[src/crc8_frame_checker_range_classifier_top_macros.svh]
// Assertion macros for the CRC-8 frame checker.
// Included by the top level; needs a signal named clock and a signal named reset in scope.
`ifndef CRC8_FRAME_CHECKER_RANGE_CLASSIFIER_TOP_MACROS_SVH
`define CRC8_FRAME_CHECKER_RANGE_CLASSIFIER_TOP_MACROS_SVH

// Check a property on every rising clock edge outside reset
`define CRC8FC_ASSERT(lbl, prop, msg) \
   lbl: assert property (@(posedge clock) disable iff (reset) (prop)) else $error(msg);

// Check a property on every rising clock edge, reset included
`define CRC8FC_ASSERT_ALWAYS(lbl, prop, msg) \
   lbl: assert property (@(posedge clock) (prop)) else $error(msg);

`endif

[src/crc8fc_pkg.sv]
// Shared constants, codes and the CRC-8 byte update for the frame checker.
// No dependencies; imported by the classifier and the top level.
package crc8fc_pkg;

   // field widths
   localparam int BYTE_W   = 8;
   localparam int POS_W    = 6;
   localparam int RANGE_W  = 3;
   localparam int STATUS_W = 2;
   localparam int WORD_W   = 32;
   localparam int TEMP_W   = 15;
   localparam int CSR_IDX_W = 2;

   // default frame length, crc byte included
   localparam int FRAME_BYTES_DEF = 9;

   // frame status codes
   localparam logic [STATUS_W-1:0] STATUS_GOOD     = 2'd0;
   localparam logic [STATUS_W-1:0] STATUS_HEAD_ERR = 2'd1;
   localparam logic [STATUS_W-1:0] STATUS_CRC_ERR  = 2'd2;
   localparam logic [STATUS_W-1:0] STATUS_TICK     = 2'd3;

   // command codes
   localparam logic CMD_BYTE = 1'b0;
   localparam logic CMD_TICK = 1'b1;

   // register indexes
   localparam logic [CSR_IDX_W-1:0] CSR_HEADER_BYTE    = 2'd0;
   localparam logic [CSR_IDX_W-1:0] CSR_ERROR_LIMIT    = 2'd1;
   localparam logic [CSR_IDX_W-1:0] CSR_SILENCE_LIMIT  = 2'd2;
   localparam logic [CSR_IDX_W-1:0] CSR_FALLBACK_RANGE = 2'd3;

   // register reset values
   localparam logic [BYTE_W-1:0]  HEADER_BYTE_RST    = 8'h5A;
   localparam logic [BYTE_W-1:0]  ERROR_LIMIT_RST    = 8'd250;
   localparam logic [BYTE_W-1:0]  SILENCE_LIMIT_RST  = 8'd120;
   localparam logic [RANGE_W-1:0] FALLBACK_RANGE_RST = 3'd3;

   // temperature thresholds, ascending, pairs form hysteresis bands
   localparam int NUM_THRESH = 10;
   localparam logic [TEMP_W-1:0] THRESHOLDS [NUM_THRESH] = '{
      15'd120, 15'd131, 15'd180, 15'd191, 15'd220,
      15'd231, 15'd270, 15'd281, 15'd340, 15'd351
   };

   // reflected CRC-8, polynomial 0x31 reversed
   localparam logic [BYTE_W-1:0] CRC_POLY_REV = 8'h8C;

   function automatic logic [BYTE_W-1:0] crc8_update(input logic [BYTE_W-1:0] crc,
                                                    input logic [BYTE_W-1:0] data);
      logic [BYTE_W-1:0] c;
      c = crc ^ data;
      for (int k = 0; k < BYTE_W; k++) begin
         c = c[0] ? ((c >> 1) ^ CRC_POLY_REV) : (c >> 1);
      end
      return c;
   endfunction

endpackage

[src/crc8fc_range_classify.sv]
// Ambient range classifier: temperature = high*100 + low against ten thresholds.
// Depends on crc8fc_pkg for widths and the threshold table.
module crc8fc_range_classify
   import crc8fc_pkg::*;
(
   input  logic [BYTE_W-1:0]  temp_high,
   input  logic [BYTE_W-1:0]  temp_low,
   input  logic [RANGE_W-1:0] range_now,
   output logic [RANGE_W-1:0] range_next
);

   logic [TEMP_W-1:0]     temp;
   logic [NUM_THRESH-1:0] above;
   logic [3:0]            band;

   // form the temperature value
   assign temp = TEMP_W'(temp_high) * TEMP_W'(100) + TEMP_W'(temp_low);

   // compare against every threshold at once
   always_comb begin
      for (int k = 0; k < NUM_THRESH; k++) begin
         above[k] = (temp > THRESHOLDS[k]);
      end
   end

   // thresholds ascend, so the count of those passed is the band index
   assign band = 4'($countones(above));

   // even band maps straight to a range; odd band sits in a hysteresis gap
   always_comb begin
      if (!band[0]) begin
         range_next = band[3:1];
      end else if (range_now != band[3:1]) begin
         range_next = band[3:1] + RANGE_W'(1);
      end else begin
         range_next = range_now;
      end
   end

endmodule

[src/crc8_frame_checker_range_classifier_top.sv]
// Top level of the CRC-8 frame checker and ambient range classifier.
// Depends on crc8fc_pkg, crc8fc_range_classify and the assertion macro header.
//
// Channel  Dir  Handshake              Payload
// req      in   req_tvalid/req_tready  tdata rx_byte, tlast frame_end, tuser cmd
// rsp      out  rsp_tvalid/rsp_tready  tdata comm/range/flags/data_word, tuser status/data_write
// csr      in   csr_we                 csr_index, csr_wdata
//
// One beat is taken per cycle while req_tready is high; its state update and any result are ready in the next cycle.
// Bytes that are not a frame end give no result; a frame end or a tick gives one.
// Input stalls only while the result register is full and rsp_tready is low.
// Synchronous active-high reset clears all state but the result payload and loads the register defaults.
module crc8_frame_checker_range_classifier_top
   import crc8fc_pkg::*;
#(
   parameter int FRAME_BYTES = FRAME_BYTES_DEF
)
(
   input  logic                 clock,
   input  logic                 reset,
   // request channel
   input  logic                 req_tvalid,
   output logic                 req_tready,
   input  logic [7:0]           req_tdata,   // [7:0] rx_byte
   input  logic                 req_tlast,   // frame_end
   input  logic                 req_tuser,   // cmd
   // result channel
   output logic                 rsp_tvalid,
   input  logic                 rsp_tready,
   output logic [39:0]          rsp_tdata,   // [0] comm_error, [3:1] ambient_range,
                                             // [4] short_time_flag, [5] sensor_error_flag,
                                             // [37:6] data_word, [39:38] zero
   output logic [2:0]           rsp_tuser,   // [1:0] frame_status, [2] data_write
   // configuration port
   input  logic                 csr_we,
   input  logic [CSR_IDX_W-1:0] csr_index,
   input  logic [BYTE_W-1:0]    csr_wdata
);

   localparam logic [POS_W-1:0] LAST_POS = POS_W'(FRAME_BYTES - 1);
   localparam logic [POS_W-1:0] POS_MAX  = {POS_W{1'b1}};

   // configuration registers
   logic [BYTE_W-1:0]  header_byte_ff, error_limit_ff, silence_limit_ff;
   logic [RANGE_W-1:0] fallback_range_ff;

   // frame and classifier state
   logic [BYTE_W-1:0]  crc_ff, crc_in;
   logic [POS_W-1:0]   pos_ff, pos_in;
   logic [BYTE_W-1:0]  first_byte_ff, first_byte_in;
   logic [BYTE_W-1:0]  temp_high_ff, temp_high_in;
   logic [BYTE_W-1:0]  temp_low_ff, temp_low_in;
   logic [2:0]         flag_byte_ff, flag_byte_in;
   logic [WORD_W-1:0]  payload_ff, payload_in;
   logic [RANGE_W-1:0] range_ff, range_in;
   logic               comm_ff, comm_in;
   logic [BYTE_W-1:0]  crc_cnt_ff, crc_cnt_in;
   logic [BYTE_W-1:0]  head_cnt_ff, head_cnt_in;
   logic [BYTE_W-1:0]  silence_ff, silence_in;
   logic [1:0]         flags_ff, flags_in;

   // result register
   logic                rsp_valid_ff, rsp_valid_in;
   logic [STATUS_W-1:0] out_status_ff, out_status_in;
   logic                out_dw_ff, out_dw_in;
   logic [WORD_W-1:0]   out_word_ff, out_word_in;
   logic                out_comm_ff;
   logic [RANGE_W-1:0]  out_range_ff;
   logic [1:0]          out_flags_ff;

   logic               req_fire;
   logic               produce;
   logic [RANGE_W-1:0] range_class;
   logic [1:0]         good_flags;

   // accept while the result register is empty or being drained
   assign req_tready = !rsp_valid_ff || rsp_tready;
   assign req_fire   = req_tvalid && req_tready;
   assign produce    = (req_tuser == CMD_TICK) || req_tlast;

   // configuration writes
   always_ff @(posedge clock) begin
      if (reset) begin
         header_byte_ff    <= HEADER_BYTE_RST;
         error_limit_ff    <= ERROR_LIMIT_RST;
         silence_limit_ff  <= SILENCE_LIMIT_RST;
         fallback_range_ff <= FALLBACK_RANGE_RST;
      end else if (csr_we) begin
         case (csr_index)
            CSR_HEADER_BYTE:    header_byte_ff    <= csr_wdata;
            CSR_ERROR_LIMIT:    error_limit_ff    <= csr_wdata;
            CSR_SILENCE_LIMIT:  silence_limit_ff  <= csr_wdata;
            CSR_FALLBACK_RANGE: fallback_range_ff <= csr_wdata[RANGE_W-1:0];
            default: ;
         endcase
      end
   end

   crc8fc_range_classify u_classify (
      .temp_high  (temp_high_ff),
      .temp_low   (temp_low_ff),
      .range_now  (range_ff),
      .range_next (range_class)
   );

   // short time from bit 0, sensor error from bit 2
   assign good_flags = {flag_byte_ff[2], flag_byte_ff[0]};

   // next state for one accepted beat
   always_comb begin
      crc_in        = crc_ff;
      pos_in        = pos_ff;
      first_byte_in = first_byte_ff;
      temp_high_in  = temp_high_ff;
      temp_low_in   = temp_low_ff;
      flag_byte_in  = flag_byte_ff;
      payload_in    = payload_ff;
      range_in      = range_ff;
      comm_in       = comm_ff;
      crc_cnt_in    = crc_cnt_ff;
      head_cnt_in   = head_cnt_ff;
      silence_in    = silence_ff;
      flags_in      = flags_ff;
      out_status_in = STATUS_TICK;
      out_dw_in     = 1'b0;
      out_word_in   = '0;

      if (req_fire) begin
         if (req_tuser == CMD_TICK) begin
            // count silence, flag comm error at the limit
            if (silence_ff < silence_limit_ff) begin
               silence_in = silence_ff + BYTE_W'(1);
            end else begin
               comm_in  = 1'b1;
               range_in = fallback_range_ff;
            end
            out_status_in = STATUS_TICK;
         end else if (!req_tlast) begin
            // capture frame bytes by position and advance the crc
            case (pos_ff)
               6'd0: first_byte_in = req_tdata;
               6'd1: temp_high_in  = req_tdata;
               6'd2: temp_low_in   = req_tdata;
               6'd3: flag_byte_in  = req_tdata[2:0];
               6'd4: payload_in[7:0]   = req_tdata;
               6'd5: payload_in[15:8]  = req_tdata;
               6'd6: payload_in[23:16] = req_tdata;
               6'd7: payload_in[31:24] = req_tdata;
               default: ;
            endcase
            crc_in = crc8_update(crc_ff, req_tdata);
            if (pos_ff != POS_MAX) begin
               pos_in = pos_ff + POS_W'(1);
            end
         end else begin
            // frame end: header, then length and crc
            if (pos_ff == '0 || first_byte_ff != header_byte_ff) begin
               out_status_in = STATUS_HEAD_ERR;
               if (head_cnt_ff < error_limit_ff) begin
                  head_cnt_in = head_cnt_ff + BYTE_W'(1);
               end else begin
                  head_cnt_in = '0;
                  comm_in     = 1'b1;
                  range_in    = fallback_range_ff;
               end
            end else if (pos_ff != LAST_POS || req_tdata != crc_ff) begin
               out_status_in = STATUS_CRC_ERR;
               if (crc_cnt_ff < error_limit_ff) begin
                  crc_cnt_in = crc_cnt_ff + BYTE_W'(1);
               end else begin
                  crc_cnt_in = '0;
                  comm_in    = 1'b1;
                  range_in   = fallback_range_ff;
               end
            end else begin
               out_status_in = STATUS_GOOD;
               flags_in      = good_flags;
               if (flag_byte_ff[1]) begin
                  out_dw_in   = 1'b1;
                  out_word_in = payload_ff;
               end
               range_in    = good_flags[1] ? fallback_range_ff : range_class;
               comm_in     = 1'b0;
               crc_cnt_in  = '0;
               head_cnt_in = '0;
               silence_in  = '0;
            end
            crc_in = '0;
            pos_in = '0;
         end
      end
   end

   // load a result on frame end or tick, drop it once taken
   always_comb begin
      if (req_fire && produce) begin
         rsp_valid_in = 1'b1;
      end else if (rsp_tready) begin
         rsp_valid_in = 1'b0;
      end else begin
         rsp_valid_in = rsp_valid_ff;
      end
   end

   // state registers
   always_ff @(posedge clock) begin
      if (reset) begin
         crc_ff        <= '0;
         pos_ff        <= '0;
         first_byte_ff <= '0;
         temp_high_ff  <= '0;
         temp_low_ff   <= '0;
         flag_byte_ff  <= '0;
         payload_ff    <= '0;
         range_ff      <= '0;
         comm_ff       <= 1'b0;
         crc_cnt_ff    <= '0;
         head_cnt_ff   <= '0;
         silence_ff    <= '0;
         flags_ff      <= '0;
         rsp_valid_ff  <= 1'b0;
      end else begin
         crc_ff        <= crc_in;
         pos_ff        <= pos_in;
         first_byte_ff <= first_byte_in;
         temp_high_ff  <= temp_high_in;
         temp_low_ff   <= temp_low_in;
         flag_byte_ff  <= flag_byte_in;
         payload_ff    <= payload_in;
         range_ff      <= range_in;
         comm_ff       <= comm_in;
         crc_cnt_ff    <= crc_cnt_in;
         head_cnt_ff   <= head_cnt_in;
         silence_ff    <= silence_in;
         flags_ff      <= flags_in;
         rsp_valid_ff  <= rsp_valid_in;
      end
   end

   // result payload, held until a new result is loaded
   always_ff @(posedge clock) begin
      if (req_fire && produce) begin
         out_status_ff <= out_status_in;
         out_dw_ff     <= out_dw_in;
         out_word_ff   <= out_word_in;
         out_comm_ff   <= comm_in;
         out_range_ff  <= range_in;
         out_flags_ff  <= flags_in;
      end
   end

   assign rsp_tvalid = rsp_valid_ff;
   assign rsp_tdata  = {2'b00, out_word_ff, out_flags_ff[1], out_flags_ff[0],
                        out_range_ff, out_comm_ff};
   assign rsp_tuser  = {out_dw_ff, out_status_ff};

`include "crc8_frame_checker_range_classifier_top_macros.svh"

   `CRC8FC_ASSERT(a_frame_end_restarts,
      req_fire && req_tuser == CMD_BYTE && req_tlast |=> pos_ff == '0 && crc_ff == '0,
      "crc or byte position not restarted after frame end")
   `CRC8FC_ASSERT(a_result_loaded,
      req_fire && produce |=> rsp_valid_ff,
      "frame end or tick beat left no result")
   `CRC8FC_ASSERT(a_good_clears_errors,
      rsp_valid_ff && out_status_ff == STATUS_GOOD |->
         !comm_ff && crc_cnt_ff == '0 && head_cnt_ff == '0,
      "good frame result while error state is still set")
   `CRC8FC_ASSERT_ALWAYS(a_data_only_good,
      rsp_valid_ff && out_dw_ff |-> out_status_ff == STATUS_GOOD,
      "data published on a result that is not a good frame")

endmodule
[config.mk]
export PLATFORM = sky130hd
export DESIGN_NAME = crc8_frame_checker_range_classifier_top
export DESIGN_NICKNAME = d
export VERILOG_FILES = /design/src/crc8fc_pkg.sv /design/src/crc8fc_range_classify.sv /design/src/crc8_frame_checker_range_classifier_top.sv
export VERILOG_INCLUDE_DIRS = /design/src /design/src/src
export SDC_FILE = /design/constraint.sdc
export NUM_CORES = 1
export LEC_CHECK = 0
export BUFFER_PORTS_ARGS = -buffer_cell sky130_fd_sc_hd__buf_4
export CELL_PAD_IN_SITES_DETAIL_PLACEMENT = 2
export CELL_PAD_IN_SITES_GLOBAL_PLACEMENT = 2
export CORE_ASPECT_RATIO = 1.25
export CORE_MARGIN = 2
export CORE_UTILIZATION = 41
export DETAILED_ROUTE_END_ITERATION = 10
export GPL_TIMING_DRIVEN = 0
export PLACE_DENSITY = 0.93
export SLEW_MARGIN = 20
export SYNTH_ARGS = -nofsm -noshare
export SYNTH_HDL_FRONTEND = slang
export SYNTH_SLANG_ARGS = --single-unit
export TNS_END_PERCENT = 30
[constraint.sdc]
create_clock -name clock -period 20.2 [get_ports clock]
set_input_delay 2.02 -clock clock [delete_from_list [all_inputs] [get_ports clock]]
set_output_delay 2.02 -clock clock [all_outputs]
set_load 0.02 [all_outputs]
# After elaboration in Yosys (flattened, before gate mapping)
# Index checks and enable logic that the tools add are counted.
word_totals:
  register_bits: 172
  latch_bits: 0
  ramBits: 0
  romBits: 0
  elab_cells: 172
  mem_count: 0
op_classes:
  n_addsub: 15
  n_mul: 1
  div: 0
  n_lt_le_gt_ge: 13
  n_eq_ne: 19
  n_shift: 0
  muxes: 49
  bitwise_logic: 14
  reduce_logical: 33
ops:
  columns: ["op", "count"]
  rows:
  - ["8-bit two-way mux", 18]
  - ["15-bit by 8-bit > comparator with 1-bit output (second input constant)", 5]
  - ["15-bit by 9-bit > comparator with 1-bit output (second input constant)", 4]
  - ["4-bit AND reduction", 10]
  - ["3-bit two-way mux", 11]
  - ["8-bit by 1-bit adder with 8-bit output (second input constant)", 3]
  - ["6-bit by 3-bit == test with 1-bit output (second input constant)", 4]
  - ["8-bit less-than comparator", 3]
  - ["2-bit NOT with 3-bit output", 8]
  - ["4-bit adder", 4]
  - ["8-bit inequality test", 2]
  - ["15-bit by 8-bit adder with 15-bit output", 1]
  - ["15-bit by 7-bit > comparator with 1-bit output (second input constant)", 1]
  - ["2-bit two-way mux", 7]
  - ["8-bit by 5-bit multiplier with 13-bit output (second input constant)", 1]
  - ["6-bit by 2-bit == test with 1-bit output (second input constant)", 2]
  - ["6-bit two-way mux", 2]
  - ["1-bit two-way mux", 11]
  - ["1-bit by 1-bit adder with 2-bit output", 5]
  - ["2-bit AND reduction", 5]
  - ["8-bit bitwise XOR", 1]
  - ["6-bit by 1-bit adder with 6-bit output (second input constant)", 1]
  - ["6-bit by 1-bit == test with 1-bit output (second input constant)", 1]
  - ["6-bit zero test", 1]
  - ["20 further kinds", 33]

# Logic depth before layout (Yosys ltp)
# Gate-level depths: netlist (run 1).
depth:
  depth_word: 18
  ltp_mapped: 30
  ltp_nobuf: 29

# Modules after synthesis
# From an unflattened synthesis (run 1), not the netlist that was laid out.
hier_totals:
  cells_unflattened: 1029
  hier_area_um2: 9406.5
modules_own_cells:
  columns: ["module", "n_inst", "cells_each", "area_each_um2"]
  rows:
  - ["crc8_frame_checker_range_classifier_top", 1, 841, 7790.0]
  - ["crc8fc_range_classify", 1, 188, 1616.6]

# Least setup slack after synthesis (run 1)
# OpenSTA, ideal clock, no wires.
synth_path:
  kind: "register -> register"
  startpoint: "register temp_high_ff[1]"
  endpoint: "register out_range_ff[0], data pin"
  setup_time_ps: 272
  arrival_time_ps: 6754
  t_required_ps: 19928
  slack_ps: 13175
  path_stages_with_launch: 27
  path_buffers: 0
  synth_period_minus_slack_ps: 7025
  path_cell_list: "dfxtp_1 > ha_1 > ha_1 > ha_1 > fa_1 > a211oi_1 > o21bai_1 > a2111oi_0 > o21a_1 > o2111ai_1 > o22ai_2 > o2111ai_1 > ha_1 > inv_1 > fa_1 > inv_1 > fa_1 > inv_1 > fa_1 > inv_1 > fa_1 > xnor2_1 > nand2_1 > nor2_1 > mux2i_1 > o31a_1 > nand4_1"
synth_via:
  elab_chain_len: 16
synth_rtl:
  columns: ["item", "line", "text"]
  rows:
  - ["from (decl)", "crc8_frame_checker_range_classifier_top.sv:51", "logic [BYTE_W-1:0] temp_high_ff, temp_high_in;"]
  - ["from (signal assigned)", "crc8_frame_checker_range_classifier_top.sv:226", "temp_high_ff <= temp_high_in;"]
  - ["8-bit by 5-bit multiplier with 13-bit output *", "crc8fc_range_classify.sv:17", "assign temp = TEMP_W'(temp_high) * TEMP_W'(100) + TEMP_W'(temp_low);"]
  - ["15-bit by 8-bit adder with 15-bit output *", "crc8fc_range_classify.sv:17", null]
  - ["15-bit by 7-bit > comparator with 1-bit output, or another cell as far along", "crc8fc_range_classify.sv:22", "above[k] = (temp > THRESHOLDS[k]);"]
  - ["1-bit by 1-bit adder with 2-bit output (not written as such)", "crc8fc_range_classify.sv:27", "assign band = 4'($countones(above));"]
  - ["4-bit adder (not written as such) (2 in series)", "crc8fc_range_classify.sv:27", null]
  - ["4-bit adder (not written as such) *", "crc8fc_range_classify.sv:27", null]
  - ["3-bit by 1-bit adder with 3-bit output or 3-bit inequality test (tied branches)", "crc8fc_range_classify.sv:34, crc8fc_range_classify.sv:33", null]
  - ["3-bit two-way mux", "crc8fc_range_classify.sv:33", "end else if (range_now != band[3:1]) begin"]
  - ["3-bit two-way mux *", "crc8fc_range_classify.sv:31", "if (!band[0]) begin"]
  - ["3-bit two-way mux *", "crc8_frame_checker_range_classifier_top.sv:182", "range_in = good_flags[1] ? fallback_range_ff : range_class;"]
  - ["3-bit two-way mux *", "crc8_frame_checker_range_classifier_top.sv:166", "end else if (pos_ff != LAST_POS || req_tdata != crc_ff) begin"]
  - ["3-bit two-way mux *", "crc8_frame_checker_range_classifier_top.sv:157", "if (pos_ff == '0 || first_byte_ff != header_byte_ff) begin"]
  - ["3-bit two-way mux *", "crc8_frame_checker_range_classifier_top.sv:138", "end else if (!req_tlast) begin"]
  - ["3-bit two-way mux *", "crc8_frame_checker_range_classifier_top.sv:129", "if (req_tuser == CMD_TICK) begin"]
  - ["3-bit two-way mux *", "crc8_frame_checker_range_classifier_top.sv:128", "if (req_fire) begin"]
  - ["named net range_in[0]", "crc8_frame_checker_range_classifier_top.sv:55", "logic [RANGE_W-1:0] range_ff, range_in;"]
  - ["to (signal assigned)", "crc8_frame_checker_range_classifier_top.sv:247", "out_range_ff <= range_in;"]
  - ["to (decl)", "crc8_frame_checker_range_classifier_top.sv:68", "logic [RANGE_W-1:0] out_range_ff;"]
# The timed path passes the listed nets; every way through them passes the cells marked *.
# A chain may end at the register's enable or synchronous reset.

# Final worst setup path (run 1)
layout_path:
  startpoint: "register temp_high_ff[2]"
  endpoint: "register out_range_ff[2], data pin"
# Same word-level chain as after synthesis.

==> results of run 1 <==
metal layers:
metal	up-vias	track usage, %	routed length, µm	share of wire (%)
met2	251	56.97	19570	54
met1	4341	32.45	13700	38
met3	130	4.669	1294	3.5
met4	0	16.08	1930	5.3
met5	-	0	0	0
li1	3896	-	-	-
through the flow:
step / util (%) / cells / area, µm²
6_report: 47.72 / 1428 / 10880
3_3_place_gp: 44.93 / 1395 / 10250
4_1_cts: 47.72 / 1428 / 10880
2_1_floorplan: - / 1051 / 9467
5_1_grt: 47.72 / 1428 / 10880
3_5_place_dp: 45.02 / 1396 / 10270
final timing paths:
path	start	endpoint	slack (ns)
worst max-delay path	temp_high_ff[2]$_SDFFE_PP0P_	out_range_ff[2]$_DFFE_PP_	11.96
worst min-delay path	payload_ff[31]$_SDFFE_PP0P_	payload_ff[31]$_SDFFE_PP0P_	0.47
worst max register to register	temp_high_ff[2]$_SDFFE_PP0P_	out_range_ff[2]$_DFFE_PP_	11.96
worst min register to register	payload_ff[31]$_SDFFE_PP0P_	payload_ff[31]$_SDFFE_PP0P_	0.47
registers in the layout, summed over array words and instances, names as in the netlist, 2 cells and up:
signal             cells
pos_ff                 6
flags_ff               2
out_range_ff           3
crc_ff                 8
temp_high_ff           8
range_ff               3
fallback_range_ff      3
flag_byte_ff           3
out_word_ff           32
crc_cnt_ff             8
silence_ff             8
out_status_ff          2
error_limit_ff         8
payload_ff            32
out_flags_ff           2
first_byte_ff          8
temp_low_ff            8
header_byte_ff         8
head_cnt_ff            8
silence_limit_ff       8
worst min-delay path: cells and delay by family, from the launching register on:
family | cells | cell delay (ns)
flip-flops | 1 | 0.31
AO/OA/AOI/OAI | 1 | 0.06
AND/OR/NAND/NOR | 1 | 0.05
cell families after synthesis:
family | share of synthesized area (%)
simple gates | 20.85
xor+xnor | 4.681
buf+inv | 4.892
flops | 40.72
mux | 1.851
fa+ha+maj | 11.50
other cells | 0.03963
compound gates | 15.46
power groups by stage:
stage | Clock (W) | Combinational (W) | Sequential [W]
2_1_floorplan | 0 | 0.0000576 | 0.000378
4_1_cts | 0.000353 | 0.000101 | 0.000366
6_report | 0.000352 | 0.000101 | 0.000366
5_1_grt | 0.000366 | 0.000109 | 0.000367
3_5_place_dp | 0 | 0.0000978 | 0.000374
3_3_place_gp | 0 | 0.0000893 | 0.000374
layout make-up:
class | count | share of cell area, %
multi-input cells | 768 | 47.33
flip-flops and latches | 172 | 35.41
repair buffers | 57 | 4.046
clock buffers | 17 | 3.908
well taps | 288 | 3.311
plain buffers | 63 | 2.598
clock inverters | 15 | 1.747
inverters | 48 | 1.655
placed cells by master (no fill, tap or decap), types with 6 or more instances in the layout:
master	instances
a211o_1	14
a211oi_1	7
a21o_1	14
a21oi_1	104
a22oi_1	11
and3_1	42
buf_2	7
buf_4	64
clkbuf_1	43
clkbuf_16	17
dfxtp_1	131
edfxtp_1	41
fa_1	10
ha_1	71
inv_1	46
inv_6	6
mux2i_1	13
nand2_1	108
nand3_1	78
nand3b_1	14
nand4_1	12
nor2_1	57
nor2b_1	18
nor3_1	16
o21ai_0	36
or3_1	11
xnor2_1	35
xor2_1	13
==> flow_summary_export.csv, run 1 <==
group,metric,value,unit
synth,synthCells,1050,
synth,ys_ff_latch,172,
route,vias,8618,
synth,synth_area_leaders,"dfxtp_1, edfxtp_1, ha_1, a21oi_1, nand2_1",
cells_and_area,multi_input_area,5151,µm²
clock_tree,clock_latency,0.46,ns
worst_setup_path,cp.buffers_inverters,4,
sta,post-route-min-period,8.237,ns
cells_and_area,drive_gt1_share,11.23,%
power_and_ir_drop,power.density,75.32,nW/µm²
grt,grt_overflow,0,
worst_setup_path,crit_type,"flop to flop",
clock_tree,cts_hold_buf,0,
floorplanning,dieArea,24320,µm²
power_and_ir_drop,ir_worst_vdd,64.76,µV
floorplanning,rows,62,
sta,slew_viol_final,0,
worst_setup_path,cp-start-kind,"flop",
sta,setup_viol,0,
power_and_ir_drop,p_int,0.0005760,W
synth,seq_area_frac_synth,40.72,%
sta,timing.hold.ws,0.4652,ns
power_and_ir_drop,pwr-share-clk,43.0,%
clock_tree,post_cts_buffers,0,
place,hpwl,25.16,mm
route,routed_wl,36.49,mm
clock_tree,cts_sinks,172,
sta,hold_viol_final,0,
place,pre_cts_ws,12.08,ns
place,io_buffers,56,
synth,synth-edff-count,41,
cells_and_area,diodes,0,
floorplanning,fp.dieH,173.9,µm
worst_setup_path,cp.depth,27,
route,drt_pass1_iterations,5,
floorplanning,dieWidth,139.9,µm
worst_setup_path,cp.arrival,8.41,ns
sta,skew,0.01246,ns
sta,rsz0062_at_grt,"false",
synth,yosysWarnings,0,
run,max_cap_violations,0,
synth,synth_area,9463,µm²
clock_tree,cts_tree,"built",
sta,fin_tns_setup,0,ns
route,drc,0,
clock_tree,clkTransAtPathRegs,0.07,ns
route,ant_nets,0,
worst_setup_path,required,20.37,ns
power_and_ir_drop,combPwrFrac,12.3,%
synth,synth_top_area_cell,"dfxtp_1",
place,gp_congestion,0.8254,
grt,grtUsageTotal,30.40,%
floorplanning,core-area,22810,µm²
clock_tree,cts-resized-gates,0,
floorplanning,start_util,41.49,%
route,via_per_inst,6.035,
cells_and_area,areaGrowthSynthToFinish,15.02,%
synth,synth.most_common_cell,"dfxtp_1",
route,post_drt_wl_per_cell,25.55,µm
grt,grt_pass1_vias,9894,
synth,async_flop_share,0,%
power_and_ir_drop,finalPower,0.0008198,W
synth,synth_top_area_share,27.71,%
sta,min_period_over_period,40.78,%
cells_and_area,layout.nets,1233,
clock_tree,ctsLongestPathBuffers,2,
floorplanning,ioPinCount,70,
worst_setup_path,cpMostUsedCell,"fa_1",
outcome,status,"complete, no violations",
synth,avgSynthCellArea,9.012,µm²
sta,slew_headroom,39.65,%
cells_and_area,ff_latch_area,3854,µm²
worst_setup_path,r2r_cells,27,
power_and_ir_drop,netSwitchingPower,0.0002439,W
sta,fmax,0.1214,GHz
worst_setup_path,endpoint_kind,"flop",
worst_setup_path,worst_path_largest_cell_delay,0.55,ns
clock_tree,cts-buffers-inserted,17,
worst_setup_path,crit_fanout,10,
grt,grt_pass1_wl,57.24,mm
clock_tree,cts_root_buf,"clkbuf_16",
synth,synth_ff_type,"dfxtp_1",
power_and_ir_drop,seq_power_share,44.7,%
worst_setup_path,slowest_stage,"fa_1",
power_and_ir_drop,sw_frac_of_total,29.75,%
sta,worstMarginPinSlew,0.9052,ns
worst_hold_path,hold_path.class,"flop to flop",
cells_and_area,fillCellCount,2403,
clock_tree,cts_max_level,4,
route,drtIter0Drc,493,
sta,postLayoutSetupSlackWorst,11.96,ns
grt,antenna_found_initial,0,
grt,grt_max_degree,37,
synth,yosys-top-cells-count,"dfxtp_1, nand2_1, a21oi_1, nand3_1, ha_1",
worst_hold_path,whs_path_depth,2,
worst_setup_path,critPathTopFamily,"adder cells",
power_and_ir_drop,p_leak,4.537,nW
synth,synth_cell_types,73,
Power figures use the tool's default switching activity.
==> run 2, diff against run 1 <==
- CORE_UTILIZATION: 41 -> 38
- PLACE_DENSITY: 0.93 -> 0.88
- clock period: 20.2 -> 8.4 ns (I/O delays scaled with it)
==> run 2 against run 1 <==
  * Sequential power grew 140%
  * Routed wire length decreased by 8.2%
  * Global-route usage is 4.5 points lower
  * Count of clock-buffer cells in the layout is the same
  * Non-clock buffer count stayed put
  * Clock skew decreased by 0.00051 ns
  * Fmax grew 5.1%
  * Critical path type unchanged
  * Largest cell class unchanged
  * Largest power group unchanged
  * Highest routed layer unchanged
==> flow_summary_export.csv, run 2 (same netlist as run 1, synthesis figures left out) <==
group,metric,value,unit
worst_setup_path,worst_path_largest_cell_delay,0.53,ns
worst_hold_path,hold_path.class,"flop to flop",
grt,top_usage_layer,"met2",
sta,worstMarginPinSlew,0.8224,ns
route,routed_wl,33.51,mm
place,io_buffers,56,
sta,min_period_over_period,93.27,%
power_and_ir_drop,power.density,176.6,nW/µm²
grt,grt_pass1_vias,9527,
clock_tree,cts_root_buf,"clkbuf_16",
route,drc,0,
run,max_cap_violations,0,
clock_tree,cts_hold_buf,0,
worst_setup_path,cpMostUsedCell,"fa_1",
cells_and_area,layout.nets,1233,
worst_setup_path,cp-start-kind,"flop",
sta,rsz0062_at_grt,"false",
worst_setup_path,r2r_slack,0.57,ns
floorplanning,core-area,24500,µm²
route,via_per_inst,5.730,
outcome,status,"complete, no violations",
grt,grt_overflow,0,
grt,grtUsageMet1,28.06,%
sta,slew_viol_final,0,
sta,slew_headroom,45.18,%
clock_tree,ctsLongestPathBuffers,2,
worst_setup_path,startpoint,"temp_high_ff[2]$_SDFFE_PP0P_",
floorplanning,fp.dieH,180.4,µm
worst_setup_path,slowest_stage,"fa_1",
clock_tree,cts_sinks,172,
place,gp_congestion,0.8129,
sta,hold_viol_final,0,
sta,fin_tns_setup,0,ns
sta,post-route-min-period,7.834,ns
cells_and_area,drive_gt1_share,11.58,%
worst_setup_path,r2r_end,"out_range_ff[0]$_DFFE_PP_",
worst_setup_path,reg2reg_from,"temp_high_ff[2]$_SDFFE_PP0P_",
clock_tree,cts-resized-gates,0,
worst_setup_path,cp.arrival,7.98,ns
sta,fmax,0.1276,GHz
clock_tree,clkTransAtPathRegs,0.08,ns
grt,grtUsageTotal,25.94,%
floorplanning,start_util,38.62,%
clock_tree,cts_tree,"built",
worst_setup_path,crit_type,"flop to flop",
worst_hold_path,whs_path_depth,2,
grt,gr-usage-met3,3.899,%
floorplanning,dieArea,26190,µm²
power_and_ir_drop,p_leak,4.538,nW
worst_setup_path,required,8.55,ns
grt,grt_use_met2,50.15,%
route,vias,8434,
cells_and_area,fin_util,44.69,%
route,post_drt_wl_per_cell,22.76,µm
worst_setup_path,cp.buffers_inverters,4,
worst_setup_path,endpoint,"out_range_ff[0]$_DFFE_PP_",
route,drt_pass1_iterations,6,
sta,setup_viol,0,
route,ant_nets,0,
cells_and_area,final_common_cell,"dfxtp_1",
sta,skew,0.01195,ns
worst_setup_path,critPathTopFamily,"adder cells",
clock_tree,cts_max_level,4,
worst_setup_path,crit_fanout,10,
clock_tree,post_cts_buffers,0,
clock_tree,clock_latency,0.45,ns
cells_and_area,areaGrowthSynthToFinish,15.73,%
floorplanning,dieWidth,145.1,µm
grt,grt_max_degree,37,
grt,antenna_found_initial,2,
power_and_ir_drop,ir_worst_vdd,165.1,µV
clock_tree,cts-buffers-inserted,17,
cells_and_area,reg_top3,"out_word_ff: 32 flops, payload_ff: 32 flops",
floorplanning,ioPinCount,70,
worst_setup_path,cp.depth,26,
cells_and_area,layout_common_cells,"dfxtp_1, nand2_1, a21oi_1",
worst_setup_path,r2r_cells,26,
place,hpwl,23.56,mm
grt,grt_pass1_wl,53.65,mm
worst_setup_path,endpoint_kind,"flop",
sta,timing.hold.ws,0.4613,ns
floorplanning,rows,64,
route,drtIter0Drc,299,
## run 2: final cells by class
cell class                      count  area, µm²
Multi-Input combinational cell    768       5177
Buffer                             63      282.8
Inverter                           48      180.2
Timing Repair Buffer               57      440.4
Clock inverter                     15      173.9
Fill cell                        2709      13550
Tap cell                          330      412.9
Clock buffer                       17      425.4
Antenna cell                        2      5.005
Sequential cell                   172       3854
## run 2: worst min path at each step
stage                                startpoint                               end
2_1_floorplan  silence_limit_ff[0]$_SDFFE_PP0P_  silence_limit_ff[0]$_SDFFE_PP0P_
5_1_grt             payload_ff[18]$_SDFFE_PP0P_       payload_ff[18]$_SDFFE_PP0P_
4_1_cts             payload_ff[27]$_SDFFE_PP0P_       payload_ff[27]$_SDFFE_PP0P_
6_report            payload_ff[27]$_SDFFE_PP0P_       payload_ff[27]$_SDFFE_PP0P_
3_5_place_dp        payload_ff[31]$_SDFFE_PP0P_       payload_ff[31]$_SDFFE_PP0P_
3_3_place_gp        payload_ff[31]$_SDFFE_PP0P_       payload_ff[31]$_SDFFE_PP0P_
## run 2: power breakdown
| part | total, W | switching (W) | internal, W | leakage [nW] |
|---|---|---|---|---|
| Combinational | 0.000237 | 0.000151 | 0.0000864 | 2.80 |
| Sequential | 0.000881 | 0.0000132 | 0.000868 | 1.45 |
| Clock | 0.000816 | 0.000413 | 0.000403 | 0.293 |
| Total | 0.00193 | 0.000577 | 0.00136 | 4.54 |
## run 2: stage by stage
stage | power [W] | setup slack [ns] | cells | cell area [µm²]
after floorplan | 0.001048 | 1.375 | 1051 | 9467
after global placement | 0.001114 | 0.6433 | 1437 | 10300
after detailed placement | 0.001130 | 0.2001 | 1438 | 10320
after CTS | 0.001945 | 0.1492 | 1470 | 10920
after global routing | 0.002001 | 0.01042 | 1472 | 10950
final | 0.001934 | 0.5655 | 1472 | 10950
## run 2: layer usage
metal,vias up,routed length [µm]
met3,80,894
met5,-,0
met4,0,1166
met2,172,18340
li1,3904,-
met1,4278,13110
## run 2: worst min-delay path, delay by kind of cell (launching register included)
kind / cells / cell delay [ns]
DFF: 1 / 0.32
and+or+nand+nor: 1 / 0.05
AOI/OAI and AO/OA: 1 / 0.05
==> run 3, diff against run 2 <==
- clock period: 8.4 -> 7.3 ns (I/O delays scaled with it)
==> run 3 against run 2 <==
  * Non-clock buffer count is 17 higher
  * Largest cell class unchanged
  * Via count is 7.5% higher
  * Clock skew is 0.0032 ns higher
  * Total power is 18% higher
  * Highest routed layer unchanged
  * Count of clock-buffer cells in the layout stayed put
  * Critical path type unchanged
  * The flow now finishes with violations (setup timing)
  * First-iteration DRC count is 89% higher
==> flow_summary_export.csv, run 3 (same netlist as run 1, synthesis figures left out) <==
group,metric,value,unit
worst_setup_path,worst_path_largest_cell_delay,0.57,ns
grt,antenna_found_initial,2,
cells_and_area,fillCellCount,2649,
worst_setup_path,r2r_end,"out_range_ff[2]$_DFFE_PP_",
worst_setup_path,cp.arrival,7.48,ns
worst_hold_path,hold_path.class,"flop to flop",
floorplanning,core-area,24500,µm²
cells_and_area,postLayoutCellArea,11470,µm²
clock_tree,cts_hold_buf,0,
place,hpwl,23.56,mm
clock_tree,cts_root_buf,"clkbuf_16",
clock_tree,cts_sinks,172,
route,routed_wl,40.55,mm
grt,grt_max_degree,37,
place,io_buffers,56,
sta,postLayoutSetupSlackWorst,-0.03267,ns
worst_setup_path,cp.depth,28,
clock_tree,cts-buffers-inserted,17,
place,place_area,10320,µm²
outcome,violations,"setup timing",
clock_tree,cts_tree,"built",
power_and_ir_drop,seq_power_share,44.5,%
worst_setup_path,crit_fanout,5,
route,post_drt_wl_per_cell,27.23,µm
power_and_ir_drop,p_leak,4.636,nW
worst_setup_path,endpoint_kind,"flop",
worst_setup_path,critPathTopFamily,"adder cells",
cells_and_area,final_common_cell,"dfxtp_1",
worst_setup_path,required,7.44,ns
clock_tree,clock_latency,0.45,ns
sta,skew,0.01516,ns
cells_and_area,areaGrowthSynthToFinish,21.26,%
sta,slew_viol_final,0,
clock_tree,clkTransAtPathRegs,0.08,ns
cells_and_area,fin_util,46.83,%
worst_setup_path,endpoint,"out_range_ff[2]$_DFFE_PP_",
power_and_ir_drop,p_int,0.001570,W
sta,fmax,0.1364,GHz
sta,slew_headroom,27.00,%
floorplanning,ioPinCount,70,
worst_setup_path,cp.buffers_inverters,5,
floorplanning,rows,64,
worst_setup_path,startpoint,"temp_high_ff[2]$_SDFFE_PP0P_",
cells_and_area,reg_top3,"out_word_ff: 32 flops, payload_ff: 32 flops",
sta,hold_viol_final,0,
power_and_ir_drop,ir_worst_vdd,205.0,µV
place,gp_congestion,0.8129,
sta,post-route-min-period,7.333,ns
power_and_ir_drop,netSwitchingPower,0.0007043,W
grt,grt_pass1_vias,9759,
worst_setup_path,slowest_stage,"fa_2",
power_and_ir_drop,combPwrFrac,13.1,%
power_and_ir_drop,sw_frac_of_total,30.97,%
clock_tree,cts_max_level,4,
worst_setup_path,reg2reg_from,"temp_high_ff[2]$_SDFFE_PP0P_",
sta,rsz0062_at_grt,"true",
power_and_ir_drop,pwr-share-clk,42.3,%
route,vias,9070,
cells_and_area,layout.nets,1250,
grt,grt_overflow,0,
route,drc,0,
sta,setup_viol,2,
outcome,status,"complete, but fails checks",
sta,worstMarginPinSlew,1.087,ns
floorplanning,start_util,38.62,%
route,drtIter0Drc,564,
sta,min_period_over_period,100.4,%
cells_and_area,layout_common_cells,"dfxtp_1, nand2_1, a21oi_1",
clock_tree,ctsLongestPathBuffers,2,
place,pre_cts_ws,-0.8999,ns
worst_setup_path,r2r_slack,-0.03,ns
worst_setup_path,crit_type,"flop to flop",
floorplanning,fp.dieH,180.4,µm
worst_setup_path,cp-start-kind,"flop",
run,max_cap_violations,0,
route,ant_nets,0,
worst_setup_path,r2r_cells,28,
route,drt_pass1_iterations,5,
grt,grt_pass1_wl,56.55,mm
floorplanning,dieWidth,145.1,µm
cells_and_area,drive_gt1_share,17.46,%
route,via_per_inst,6.091,
grt,grtUsageTotal,27.43,%
floorplanning,dieArea,26190,µm²
power_and_ir_drop,power.density,198.2,nW/µm²
==> run 3: cell count changes in the layout (fill, tap and decap cells not counted), sizes merged <==
cell	before	now
buf	77	94
==> run 3: how the worst min path moves through the flow <==
stage	startpoint	end	slack [ns]	cells after the start
4_1_cts	payload_ff[27]$_SDFFE_PP0P_	payload_ff[27]$_SDFFE_PP0P_	0.47	2
6_report	payload_ff[27]$_SDFFE_PP0P_	payload_ff[27]$_SDFFE_PP0P_	0.46	2
3_5_place_dp	payload_ff[31]$_SDFFE_PP0P_	payload_ff[31]$_SDFFE_PP0P_	0.45	2
3_3_place_gp	payload_ff[31]$_SDFFE_PP0P_	payload_ff[31]$_SDFFE_PP0P_	0.44	2
2_1_floorplan	silence_limit_ff[0]$_SDFFE_PP0P_	silence_limit_ff[0]$_SDFFE_PP0P_	0.43	2
5_1_grt	payload_ff[23]$_SDFFE_PP0P_	payload_ff[23]$_SDFFE_PP0P_	0.49	2
==> run 3: through the flow <==
stage	total power, W	hold WS (ns)	std cells	setup TNS (ns)
after floorplan	0.001206	0.4318	1051	0
after global placement	0.001282	0.4397	1437	-2.290
after detailed placement	0.001301	0.4527	1438	-4.934
after CTS	0.002246	0.4668	1475	0
after global routing	0.002336	0.4928	1489	-0.5692
final	0.002275	0.4625	1489	-0.04764
==> run 3: routing by layer <==
layer	GRT usage (%)	vias to the layer above	part of all wire (%)
met3	4.152	174	3.4
met5	0	-	0
met1	29.38	4647	38
li1	-	3925	-
met4	12.51	0	6.3
met2	52.67	324	52
==> run 3: power by group through the flow <==
stage	registers, W	logic [W]	clock network [W]
CTS	0.00101	0.000281	0.000952
detailed placement	0.00104	0.000265	0
finish	0.00101	0.000299	0.000963
global placement	0.00103	0.000248	0
global route	0.00102	0.000320	0.00100
floorplan	0.00105	0.000159	0
==> run 3: tightest hold or removal path, cell delays in order (launching register included) <==
cell     delay, ns
dfxtp_1       0.32
nand2_1       0.05
a21oi_1       0.05
==> run 3: final cells by class <==
| class | count | area (µm²) | area share, % |
|---|---|---|---|
| tap | 330 | 412.9 | 3.598 |
| sequential | 172 | 3872 | 33.75 |
| antenna | 2 | 5.005 | 0.04362 |
| clock inverter | 15 | 173.9 | 1.516 |
| inverter | 48 | 180.2 | 1.570 |
| buffer | 63 | 289.0 | 2.519 |
| multi-input combinational | 768 | 5537 | 48.25 |
| clock buffer | 17 | 425.4 | 3.707 |
| timing repair buffer | 74 | 579.3 | 5.049 |
==> run 3: what timing repair did <==
item	CTS	global route
buffers inserted	5	12
endpoints found under the setup margin	6	6
pin swaps	14	31
gates resized for setup	32	51
